File: src/rtl/tlpb_pkg.sv
// Package with the types and constants shared by the two-layer pixel blend unit.
`default_nettype none

package tlpb_pkg;

    // Blend mode codes held in the configuration register.
    localparam logic [2:0] MODE_MULTIPLY = 3'd0;
    localparam logic [2:0] MODE_SCREEN   = 3'd1;
    localparam logic [2:0] MODE_SUBTRACT = 3'd2;
    localparam logic [2:0] MODE_ADD      = 3'd3;
    localparam logic [2:0] MODE_OVERLAY  = 3'd4;

    localparam int unsigned CH_W       = 8;
    localparam int unsigned MODE_W     = 3;
    localparam int unsigned PROD_W     = 17;
    localparam int unsigned SUM_W      = 18;
    localparam int unsigned QUOT_W     = 9;
    localparam logic [7:0]  CH_MAX     = 8'd255;
    localparam logic [17:0] ROUND_BIAS = 18'd127;

    // Per-channel flags that travel down the pipeline.
    typedef struct packed {
        logic       inv;     // result is 255 minus the rounded quotient
        logic       direct;  // result is taken from dres, no product needed
        logic [7:0] dres;    // direct result (subtract, add, pass-through)
    } t_ch_ctrl;

    // Stage 1: multiplier operands.
    typedef struct packed {
        logic [7:0] op_a;
        logic [7:0] op_b;
        logic       dbl;
        t_ch_ctrl   ctrl;
    } t_ch_prep;

    // Stage 2: product, doubled for overlay.
    typedef struct packed {
        logic [16:0] prod;
        t_ch_ctrl    ctrl;
    } t_ch_prod;

    // Stage 3: rounded dividend and estimated quotient.
    typedef struct packed {
        logic [17:0] dividend;
        logic [8:0]  est;
        t_ch_ctrl    ctrl;
    } t_ch_quot;

endpackage

`default_nettype wire

File: src/rtl/tlpb_if.sv
// Stream interfaces for the pixel pair input and the blended pixel output.
`default_nettype none

interface tlpb_in_if;
    logic       valid;
    logic       ready;
    logic [7:0] top_blue;
    logic [7:0] top_green;
    logic [7:0] top_red;
    logic [7:0] bottom_blue;
    logic [7:0] bottom_green;
    logic [7:0] bottom_red;

    modport source (
        output valid, top_blue, top_green, top_red, bottom_blue, bottom_green, bottom_red,
        input  ready
    );
    modport sink (
        input  valid, top_blue, top_green, top_red, bottom_blue, bottom_green, bottom_red,
        output ready
    );
endinterface

interface tlpb_out_if;
    logic       valid;
    logic       ready;
    logic [7:0] out_blue;
    logic [7:0] out_green;
    logic [7:0] out_red;

    modport source (
        output valid, out_blue, out_green, out_red,
        input  ready
    );
    modport sink (
        input  valid, out_blue, out_green, out_red,
        output ready
    );
endinterface

`default_nettype wire

File: src/rtl/tlpb_prep.sv
// First pipeline stage for one channel: mode decode, operand selection and the direct modes.
`default_nettype none

module tlpb_prep (
    input  wire logic                 i_clk,
    input  wire logic                 i_en,
    input  wire logic [2:0]           i_mode,
    input  wire logic [7:0]           i_top,
    input  wire logic [7:0]           i_bottom,
    output tlpb_pkg::t_ch_prep        o_prep
);

    tlpb_pkg::t_ch_prep r_prep;
    tlpb_pkg::t_ch_prep n_prep;
    logic [7:0]         w_diff;
    logic [8:0]         w_sum;

    // Saturating difference and full 9-bit sum of the two channels.
    assign w_diff = (i_top > i_bottom) ? (i_top - i_bottom) : 8'd0;
    assign w_sum  = {1'b0, i_top} + {1'b0, i_bottom};

    // Operands for the product path; 255 - x is the complement of an 8-bit x.
    always_comb begin
        n_prep.op_a        = i_top;
        n_prep.op_b        = i_bottom;
        n_prep.dbl         = 1'b0;
        n_prep.ctrl.inv    = 1'b0;
        n_prep.ctrl.direct = 1'b0;
        n_prep.ctrl.dres   = i_top;
        unique case (i_mode)
            tlpb_pkg::MODE_MULTIPLY: begin
                n_prep.ctrl.direct = 1'b0;
            end
            tlpb_pkg::MODE_SCREEN: begin
                n_prep.op_a     = ~i_top;
                n_prep.op_b     = ~i_bottom;
                n_prep.ctrl.inv = 1'b1;
            end
            tlpb_pkg::MODE_SUBTRACT: begin
                n_prep.ctrl.direct = 1'b1;
                n_prep.ctrl.dres   = w_diff;
            end
            tlpb_pkg::MODE_ADD: begin
                n_prep.ctrl.direct = 1'b1;
                n_prep.ctrl.dres   = w_sum[8] ? tlpb_pkg::CH_MAX : w_sum[7:0];
            end
            tlpb_pkg::MODE_OVERLAY: begin
                n_prep.dbl = 1'b1;
                if (i_bottom[7]) begin
                    n_prep.op_a     = ~i_top;
                    n_prep.op_b     = ~i_bottom;
                    n_prep.ctrl.inv = 1'b1;
                end
            end
            default: begin
                // Unused codes pass the top pixel through.
                n_prep.ctrl.direct = 1'b1;
                n_prep.ctrl.dres   = i_top;
            end
        endcase
    end

    always_ff @(posedge i_clk) begin
        if (i_en) begin
            r_prep <= n_prep;
        end
    end

    assign o_prep = r_prep;

endmodule

`default_nettype wire

File: src/rtl/tlpb_mul.sv
// Second pipeline stage for one channel: the 8 by 8 product, doubled for overlay.
`default_nettype none

module tlpb_mul (
    input  wire logic               i_clk,
    input  wire logic               i_en,
    input  wire tlpb_pkg::t_ch_prep i_prep,
    output tlpb_pkg::t_ch_prod      o_prod
);

    tlpb_pkg::t_ch_prod r_prod;
    tlpb_pkg::t_ch_prod n_prod;
    logic [15:0]        w_mult;

    assign w_mult = 16'(i_prep.op_a) * 16'(i_prep.op_b);

    // Doubling is a one-place shift.
    always_comb begin
        n_prod.prod = i_prep.dbl ? {w_mult, 1'b0} : {1'b0, w_mult};
        n_prod.ctrl = i_prep.ctrl;
    end

    always_ff @(posedge i_clk) begin
        if (i_en) begin
            r_prod <= n_prod;
        end
    end

    assign o_prod = r_prod;

endmodule

`default_nettype wire

File: src/rtl/tlpb_quot.sv
// Third pipeline stage for one channel: rounding bias and a quotient estimate for division by 255.
`default_nettype none

module tlpb_quot (
    input  wire logic               i_clk,
    input  wire logic               i_en,
    input  wire tlpb_pkg::t_ch_prod i_prod,
    output tlpb_pkg::t_ch_quot      o_quot
);

    tlpb_pkg::t_ch_quot r_quot;
    tlpb_pkg::t_ch_quot n_quot;
    logic [17:0]        w_dividend;
    logic [18:0]        w_scaled;

    // x/255 is close to (x + x/256)/256; the estimate is the true quotient or one below it.
    assign w_dividend = 18'(i_prod.prod) + tlpb_pkg::ROUND_BIAS;
    assign w_scaled   = 19'(w_dividend) + 19'(w_dividend >> 8);

    always_comb begin
        n_quot.dividend = w_dividend;
        n_quot.est      = w_scaled[16:8];
        n_quot.ctrl     = i_prod.ctrl;
    end

    always_ff @(posedge i_clk) begin
        if (i_en) begin
            r_quot <= n_quot;
        end
    end

    assign o_quot = r_quot;

endmodule

`default_nettype wire

File: src/rtl/tlpb_fin.sv
// Last pipeline stage for one channel: quotient correction, inversion and result selection.
`default_nettype none

module tlpb_fin (
    input  wire logic               i_clk,
    input  wire logic               i_en,
    input  wire tlpb_pkg::t_ch_quot i_quot,
    output logic [7:0]              o_res
);

    logic [7:0]  r_res;
    logic [7:0]  n_res;
    logic [17:0] w_times;
    logic [17:0] w_rem;
    logic        w_corr;
    logic [8:0]  w_q;
    logic [7:0]  w_blend;

    // The remainder left by the estimate is below 510, so one step corrects it.
    assign w_times = 18'({i_quot.est, 8'h00}) - 18'(i_quot.est);
    assign w_rem   = i_quot.dividend - w_times;
    assign w_corr  = (w_rem >= 18'(tlpb_pkg::CH_MAX));
    assign w_q     = i_quot.est + 9'(w_corr);

    // Screen and the upper half of overlay subtract from full scale.
    assign w_blend = i_quot.ctrl.inv ? (tlpb_pkg::CH_MAX - w_q[7:0]) : w_q[7:0];
    assign n_res   = i_quot.ctrl.direct ? i_quot.ctrl.dres : w_blend;

    always_ff @(posedge i_clk) begin
        if (i_en) begin
            r_res <= n_res;
        end
    end

    assign o_res = r_res;

endmodule

`default_nettype wire

File: src/rtl/two_layer_pixel_blend_unit.sv
// Top level of the two-layer pixel blend unit: mode register, pipeline control and channel lanes.
`default_nettype none

// Blends one top and one bottom pixel (8-bit blue, green and red) per transaction in the mode
// held by the 3-bit register written through i_cfg_we and i_cfg_wdata: 0 multiply, 1 screen,
// 2 saturating subtract, 3 saturating add, 4 overlay; other codes pass the top pixel through.
// Division by 255 is rounded to nearest. The pipeline has four register stages (operand
// selection, product, quotient estimate, correction and output), and one transaction is
// taken every cycle while the output is not stalled. Stall is handled per stage, so an
// empty stage is refilled even while the output waits. Write the mode only while no
// transaction is in flight.
module two_layer_pixel_blend_unit (
    input  wire logic       i_clk,
    input  wire logic       i_rst_n,
    input  wire logic       i_cfg_we,
    input  wire logic [2:0] i_cfg_wdata,
    tlpb_in_if.sink         i_pix,
    tlpb_out_if.source      o_pix
);

    localparam int unsigned NUM_CH = 3;

    logic [2:0]         r_mode;
    logic               r_v1;
    logic               r_v2;
    logic               r_v3;
    logic               r_v4;
    logic               w_en1;
    logic               w_en2;
    logic               w_en3;
    logic               w_en4;
    logic [7:0]         w_top    [NUM_CH];
    logic [7:0]         w_bottom [NUM_CH];
    logic [7:0]         w_res    [NUM_CH];
    tlpb_pkg::t_ch_prep w_prep   [NUM_CH];
    tlpb_pkg::t_ch_prod w_prod   [NUM_CH];
    tlpb_pkg::t_ch_quot w_quot   [NUM_CH];

    // Mode register.
    always_ff @(posedge i_clk) begin
        if (!i_rst_n) begin
            r_mode <= tlpb_pkg::MODE_MULTIPLY;
        end else if (i_cfg_we) begin
            r_mode <= i_cfg_wdata;
        end
    end

    // A stage loads when it is empty or its contents move on.
    assign w_en4       = !r_v4 || o_pix.ready;
    assign w_en3       = !r_v3 || w_en4;
    assign w_en2       = !r_v2 || w_en3;
    assign w_en1       = !r_v1 || w_en2;
    assign i_pix.ready = w_en1;

    // Valid bits travel with the data.
    always_ff @(posedge i_clk) begin
        if (!i_rst_n) begin
            r_v1 <= 1'b0;
            r_v2 <= 1'b0;
            r_v3 <= 1'b0;
            r_v4 <= 1'b0;
        end else begin
            if (w_en1) begin
                r_v1 <= i_pix.valid;
            end
            if (w_en2) begin
                r_v2 <= r_v1;
            end
            if (w_en3) begin
                r_v3 <= r_v2;
            end
            if (w_en4) begin
                r_v4 <= r_v3;
            end
        end
    end

    // Channel order is blue, green, red.
    assign w_top[0]    = i_pix.top_blue;
    assign w_top[1]    = i_pix.top_green;
    assign w_top[2]    = i_pix.top_red;
    assign w_bottom[0] = i_pix.bottom_blue;
    assign w_bottom[1] = i_pix.bottom_green;
    assign w_bottom[2] = i_pix.bottom_red;

    // One lane of four stages for each channel.
    for (genvar g = 0; g < NUM_CH; g++) begin : g_lane
        tlpb_prep u_prep (
            .i_clk    (i_clk),
            .i_en     (w_en1),
            .i_mode   (r_mode),
            .i_top    (w_top[g]),
            .i_bottom (w_bottom[g]),
            .o_prep   (w_prep[g])
        );

        tlpb_mul u_mul (
            .i_clk  (i_clk),
            .i_en   (w_en2),
            .i_prep (w_prep[g]),
            .o_prod (w_prod[g])
        );

        tlpb_quot u_quot (
            .i_clk  (i_clk),
            .i_en   (w_en3),
            .i_prod (w_prod[g]),
            .o_quot (w_quot[g])
        );

        tlpb_fin u_fin (
            .i_clk  (i_clk),
            .i_en   (w_en4),
            .i_quot (w_quot[g]),
            .o_res  (w_res[g])
        );
    end

    assign o_pix.valid     = r_v4;
    assign o_pix.out_blue  = w_res[0];
    assign o_pix.out_green = w_res[1];
    assign o_pix.out_red   = w_res[2];

endmodule

`default_nettype wire

File: src/flat_wrapper.sv
// flat-port wrapper written by rule: the top's interface ports become plain ports
module two_layer_pixel_blend_unit_flat 
  (i_clk, i_rst_n, i_cfg_we, i_cfg_wdata, i_pix_valid, i_pix_top_blue, i_pix_top_green, i_pix_top_red, i_pix_bottom_blue, i_pix_bottom_green, i_pix_bottom_red, i_pix_ready, o_pix_valid, o_pix_out_blue, o_pix_out_green, o_pix_out_red, o_pix_ready);
  tlpb_in_if i_pix_i ();
  tlpb_out_if o_pix_i ();
  input  wire logic i_clk;
  input  wire logic i_rst_n;
  input  wire logic i_cfg_we;
  input  wire logic [2:0] i_cfg_wdata;
  input wire logic [$bits(i_pix_i.valid)-1:0] i_pix_valid;
  input wire logic [$bits(i_pix_i.top_blue)-1:0] i_pix_top_blue;
  input wire logic [$bits(i_pix_i.top_green)-1:0] i_pix_top_green;
  input wire logic [$bits(i_pix_i.top_red)-1:0] i_pix_top_red;
  input wire logic [$bits(i_pix_i.bottom_blue)-1:0] i_pix_bottom_blue;
  input wire logic [$bits(i_pix_i.bottom_green)-1:0] i_pix_bottom_green;
  input wire logic [$bits(i_pix_i.bottom_red)-1:0] i_pix_bottom_red;
  output wire logic [$bits(i_pix_i.ready)-1:0] i_pix_ready;
  output wire logic [$bits(o_pix_i.valid)-1:0] o_pix_valid;
  output wire logic [$bits(o_pix_i.out_blue)-1:0] o_pix_out_blue;
  output wire logic [$bits(o_pix_i.out_green)-1:0] o_pix_out_green;
  output wire logic [$bits(o_pix_i.out_red)-1:0] o_pix_out_red;
  input wire logic [$bits(o_pix_i.ready)-1:0] o_pix_ready;
  assign i_pix_i.valid = i_pix_valid;
  assign i_pix_i.top_blue = i_pix_top_blue;
  assign i_pix_i.top_green = i_pix_top_green;
  assign i_pix_i.top_red = i_pix_top_red;
  assign i_pix_i.bottom_blue = i_pix_bottom_blue;
  assign i_pix_i.bottom_green = i_pix_bottom_green;
  assign i_pix_i.bottom_red = i_pix_bottom_red;
  assign i_pix_ready = i_pix_i.ready;
  assign o_pix_valid = o_pix_i.valid;
  assign o_pix_out_blue = o_pix_i.out_blue;
  assign o_pix_out_green = o_pix_i.out_green;
  assign o_pix_out_red = o_pix_i.out_red;
  assign o_pix_i.ready = o_pix_ready;
  two_layer_pixel_blend_unit u_core (.i_clk(i_clk), .i_rst_n(i_rst_n), .i_cfg_we(i_cfg_we), .i_cfg_wdata(i_cfg_wdata), .i_pix(i_pix_i), .o_pix(o_pix_i));
endmodule
File: config.mk
export PLATFORM = sky130hd
export DESIGN_NAME = two_layer_pixel_blend_unit_flat
export DESIGN_NICKNAME = d
export VERILOG_FILES = /design/src/rtl/tlpb_pkg.sv /design/src/rtl/tlpb_if.sv /design/src/rtl/tlpb_prep.sv /design/src/rtl/tlpb_mul.sv /design/src/rtl/tlpb_quot.sv /design/src/rtl/tlpb_fin.sv /design/src/rtl/two_layer_pixel_blend_unit.sv /design/src/flat_wrapper.sv
export SDC_FILE = /design/constraint.sdc
export NUM_CORES = 1
export LEC_CHECK = 0
export ABC_CLOCK_PERIOD_IN_PS = 7950
export BUFFER_PORTS_ARGS = -buffer_cell sky130_fd_sc_hd__buf_2
export CAP_MARGIN = 20
export CORE_MARGIN = 2
export CORE_UTILIZATION = 35
export CTS_BUF_LIST = sky130_fd_sc_hd__clkbuf_16
export CTS_CLUSTER_SIZE = 30
export DETAILED_ROUTE_END_ITERATION = 10
export HOLD_SLACK_MARGIN = 0.03
export PLACE_DENSITY = 0.58
export SLEW_MARGIN = 20
export SYNTH_ARGS = -nofsm -noshare
export SYNTH_HDL_FRONTEND = slang
export SYNTH_SLANG_ARGS = --single-unit
File: constraint.sdc
create_clock -name i_clk -period 7.95 [get_ports i_clk]
set_input_delay 1.1925 -clock i_clk [delete_from_list [all_inputs] [get_ports i_clk]]
set_output_delay 1.1925 -clock i_clk [all_outputs]
set_load 0.1 [all_outputs]
# --- Word level (Yosys, flattened, before mapping) ---
# Index checks and enable logic that the tools add are counted.
# Widths: inputs -> output; s select.
totals:
  in_bits: 56
  elab_cells: 136
  output_inout_bits: 26
  regBits: 296
classes:
  bitwise_logic: 6
  n_addsub: 24
  n_lt_le_gt_ge: 6
  n_mux: 32
  n_reduce_logical: 10
  eq_ne: 4
  mul: 3
op_table:
  columns: ["cell", "n"]
  rows:
  - ["$mux 16", 6]
  - ["$mux 8", 12]
  - ["$pmux 16 s2", 3]
  - ["$add 17x7->18 const B", 3]
  - ["$ge 18x8->1 const B", 3]
  - ["$sub 17x9->18", 3]
  - ["$sub 18x18->18", 3]
  - ["$add 17x10->17", 3]
  - ["$mul 8x8->16", 3]
  - ["$not 8->8", 6]
  - ["$pmux 8 s2", 3]
  - ["$add 8x8->9", 3]
  - ["$add 8x1->8", 3]
  - ["$gt 8x8->1", 3]
  - ["$sub 8x8->8", 3]
  - ["$sub 8x8->8 const A", 3]
  - ["$eq 3x2->1 const B", 2]
  - ["$pmux 1 s2", 3]
  - ["$mux 1", 5]
  - ["$logic_not 1->1", 4]
  - ["$logic_or 1x1->1", 4]
  - ["$eq 3x1->1 const B", 1]
  - ["$eq 3x3->1 const B", 1]
  - ["$logic_not 3->1", 1]
  - ["$reduce_or 3->1", 1]

# --- Longest topological paths before layout ---
depth:
  word_depth: 7
  mapped_depth: 18

# --- Modules after synthesis ---
# A second synthesis with hierarchy kept.
unflattened:
  hier_cells: 2632
  area_unflattened_um2: 26869.5
modules_own_cells:
  columns: ["module", "cells_per_inst", "instances", "area_each_um2"]
  rows:
  - ["tlpb_prep", 192, 3, 1969.4]
  - ["tlpb_fin at u_core.g_lane[0].u_fin ...", 234, 2, 1916.8]
  - ["tlpb_quot at u_core.g_lane[1].u_quot ...", 140, 2, 1858.0]
  - ["tlpb_mul at u_core.g_lane[0].u_mul", 309, 1, 3173.0]
  - ["tlpb_mul at u_core.g_lane[1].u_mul", 309, 1, 3151.8]
  - ["tlpb_mul at u_core.g_lane[2].u_mul", 302, 1, 3149.3]
  - ["tlpb_quot at u_core.g_lane[0].u_quot", 145, 1, 1900.6]
  - ["tlpb_fin at u_core.g_lane[2].u_fin", 217, 1, 1764.2]
  - ["two_layer_pixel_blend_unit", 26, 1, 272.8]

# --- Worst setup path after synthesis ---
# OpenSTA, ideal clock, no wires.
synth_timing:
  kind: "input-to-output"
  start: "input o_pix_ready"
  end: "output i_pix_ready"
  t_required_ns: 6.758
  path_slack_ns: 3.035
  stages: 3
  t_arrival_ns: 3.723
  cell_sequence: "nor2b_1 > and3_1 > nand2_1"
synth_between:
  elab_chain_cells: 4
synth_rtl:
  columns: ["element", "line_no", "text"]
  rows:
  - ["from (decl)", "flat_wrapper.sv:22", "input wire logic [$bits(o_pix_i.ready)-1:0] o_pix_ready;"]
  - ["$logic_or 1x1->1", "two_layer_pixel_blend_unit.sv:49", "assign w_en4 = !r_v4 || o_pix.ready;"]
  - ["$logic_or 1x1->1", "two_layer_pixel_blend_unit.sv:50", "assign w_en3 = !r_v3 || w_en4;"]
  - ["$logic_or 1x1->1", "two_layer_pixel_blend_unit.sv:51", "assign w_en2 = !r_v2 || w_en3;"]
  - ["$logic_or 1x1->1", "two_layer_pixel_blend_unit.sv:52", "assign w_en1 = !r_v1 || w_en2;"]
  - ["to (decl)", "flat_wrapper.sv:17", "output wire logic [$bits(i_pix_i.ready)-1:0] i_pix_ready;"]
# Every way passes these cells.

==> flow_summary.yaml <==
global_routing:
  use_met2: 0.2326
  grt_overflow: 0
  grt_pass1_vias: 17450
  grt_pass1_wl_microns: 89960
  antenna_found_initial: 1
  gr-usage-met3: 0.01852
  grt_start_max_net_pins: 85
  gr-usage-all-layers: 0.1496
  grt_most_used_layer: "met2"
  use_met1: 0.2173
sta:
  tightestPinTransition_ns: 1.057
  maxSlewViolCount: 0
  fmaxAchievable_ghz: 0.2047
  setup_slack_ns: 3.066
  relSlewSlack: 0.2952
  final.min_clock_period_ns: 4.884
  fin_crit_sh: 0.6144
  grt_setup_unrepaired: "no"
  fin_hold_ws_ns: 0.4035
  setup_viol: 0
  skew_ns: 0.03039
  setup_tns_ns: 0
  hold_viol: 0
yosys:
  synth.avg_cell_area_sq_um: 10.14
  synthAdderAreaFrac: 0.2414
  yosys_warnings: 0
  synthArstFlopShare: 0
  ys_types: 73
  synth_top_family_by_area: "adder cells"
  netlist_top_cells_count: "inv_1, edfxtp_1, ha_1"
  synth-compound-area-share: 0.1091
  synth_top_area_frac: 0.3523
  syn_area_sq_um: 24630
  yosys.area_share.simple: 0.1314
  synth-edff-count: 289
  synth-xor-area-share: 0.08106
  synth_cells: 2429
  syn_nets: 2890
  synth_flop_cell: "edfxtp_1"
  synth-seq-cells: 296
  synth.top_cells.by_area: "edfxtp_1, ha_1, fa_1"
  synth_mux_area_frac: 0.01920
  synth_most_common_cell: "inv_1"
  ys_seq_area_frac: 0.3580
  yosysTopAreaCell: "edfxtp_1"
drt:
  dr.pass1.iters: 7
  drtIter0Drc: 1025
  ant_nets: 0
  vias: 17090
  avgRoutedWirePerCell_microns: 15.61
  drc_errors: 0
  avgViaCountPerCell: 4.921
  routed_wl_microns: 54210
clock_tree:
  clockBufferDepth: 3
  cts.sink_count: 296
  post_cts_buffers: 0
  clk_pin_slew_worst_paths_ns: 0.05
  cts_max_level: 2
  cts_root_buffer: "clkbuf_16"
  insertion_delay_ns: 0.56
  cts_tree: "done"
  post_cts_resized: 0
  postCtsHoldBufs: 0
  cts_made_buffers: 36
placement:
  placed_area_sq_um: 26110
  place_worst_setup_slack_ns: 3.061
  gp_congestion: 0.8505
  port_buffers: 81
  dp_hpwl_microns: 43930
run:
  cap_violations: 0
critical_path:
  cp_data_required_time_ns: 8.25
  crit_path_end_kind: "flip-flop"
  cp_top_family: "adder cells"
  worst_r2r_startpoint: "u_core.g_lane[1].u_prep.o_prep[20]"
  worstPathArrival_ns: 5.19
  path_buf_inv: 2
  critPathSlowestCell: "fa_1"
  critical_path.max_fanout: 8
  crit_top_cell: "fa_1"
  path_class: "reg -> reg"
  start_kind: "flip-flop"
  path_cells: "and2_1, fa_1, fa_1, inv_1, fa_1, fa_1, inv_1, ha_1, o21a_1, o21a_1, o41a_1, a41oi_1, a21oi_1, xnor2_1, mux2_2"
  slowest_delay_ns: 0.55
  startpoint: "u_core.g_lane[1].u_prep.o_prep[20]"
floorplanning:
  ios: 82
  coreArea_sq_um: 69910
  initial_core_util: 0.3524
  rows: 97
  die_w_microns: 269.3
  dieHeight_microns: 269.3
  die_area_sq_um: 72520
layout:
  drive_gt1_frac: 0.07741
  area_growth_pct: 10.83
  finalInstanceArea_sq_um: 27300
  final_nets: 2966
outcome:
  status: "finished clean"
min_path:
  worstHoldStart: "u_core.g_lane[0].u_mul.o_prod[8]"
  hp-class: "reg -> reg"
## sequential cells by signal (all words and copies together), names as in the netlist
signal	count
u_core.g_lane.u_quot.o_quot	109
u_core.g_lane.u_mul.o_prod	79
u_core.r_mode	3
u_core.o_pix.valid	1
u_core.r_v2	1
u_core.r_v1	1
u_core.g_lane.u_prep.o_prep	77
u_core.r_v3	1
u_core.g_lane.u_fin.o_res	24
## cell families (layout without fill, tap and decap cells)
kind of cell               count (synthesis)  count (layout)
buffers and inverters                    393             496
DFF                                      296             296
and+or+nand+nor                          650             650
xor gates and xnor gates                 228             228
adders and majority gates                405             405
other                                      0               1
AOI/OAI and AO/OA                        414             414
muxes                                     43              43
## worst paths after layout
check / cells after the start / to / slack (ns)
setup reg to reg: 15 / u_core.g_lane[1].u_mul.o_prod[25] / 3.07
hold reg to reg: 0 / u_core.g_lane[0].u_quot.o_quot[8] / 0.40
hold / removal: 0 / u_core.g_lane[0].u_quot.o_quot[8] / 0.40
setup / recovery: 15 / u_core.g_lane[1].u_mul.o_prod[25] / 3.07
## per-stage QoR
step / utilization / cells
2_1_floorplan: - / 2429
3_3_place_gp: 0.3734 / 3407
3_5_place_dp: 0.3734 / 3407
4_1_cts: 0.3904 / 3472
5_1_grt: 0.3905 / 3472
6_report: 0.3906 / 3473
## worst register-to-register path, delay by kind of cell, from the launching register on
family	cells	cell delay (ns)
xor gates and xnor gates	1	0.15
DFF	1	0.50
muxes	1	0.26
AOI/OAI and AO/OA	5	1.10
and+or+nand+nor	1	0.23
adders and majority gates	5	2.33
buffers and inverters	2	0.09
## layout by cell type, fill, tap and decap left out, types with 13 or more instances in the layout
master and n:
mux2_2 34, ha_1 288, inv_1 346, or3_1 15, nand4_1 15, clkbuf_16 36
and3_1 22, xnor2_1 156, edfxtp_1 289, o221ai_1 13, nor2_1 101, fa_1 117
nand3_1 37, buf_2 81, nor3_1 40, and2_1 103, o21bai_1 23, nand2_1 219
nand2b_1 24, xor2_1 72, o21ai_0 107, o211ai_1 18, nor2b_1 26, o21a_1 24
a21o_1 25, a21oi_1 92
## area by class of cell
type	count	area (sq um)
Inverter	343	1287
Clock inverter	29	286.5
Fill cell	6887	42600
Timing Repair Buffer	88	457.9
Tap cell	940	1176
Clock buffer	36	900.9
Sequential cell	296	8818
Multi-Input combinational cell	1740	14370
Antenna cell	1	2.502
## routing by layer
| metal | up-vias | routed length, microns |
|---|---|---|
| met5 | - | 0 |
| met4 | 0 | 1285 |
| met3 | 77 | 1978 |
| met2 | 323 | 23400 |
| met1 | 8140 | 27560 |
| li1 | 8551 | - |
Power is left out: the tool's default activity adds up to more than one toggle a clock period on the data nets, which glitch-free logic cannot reach.
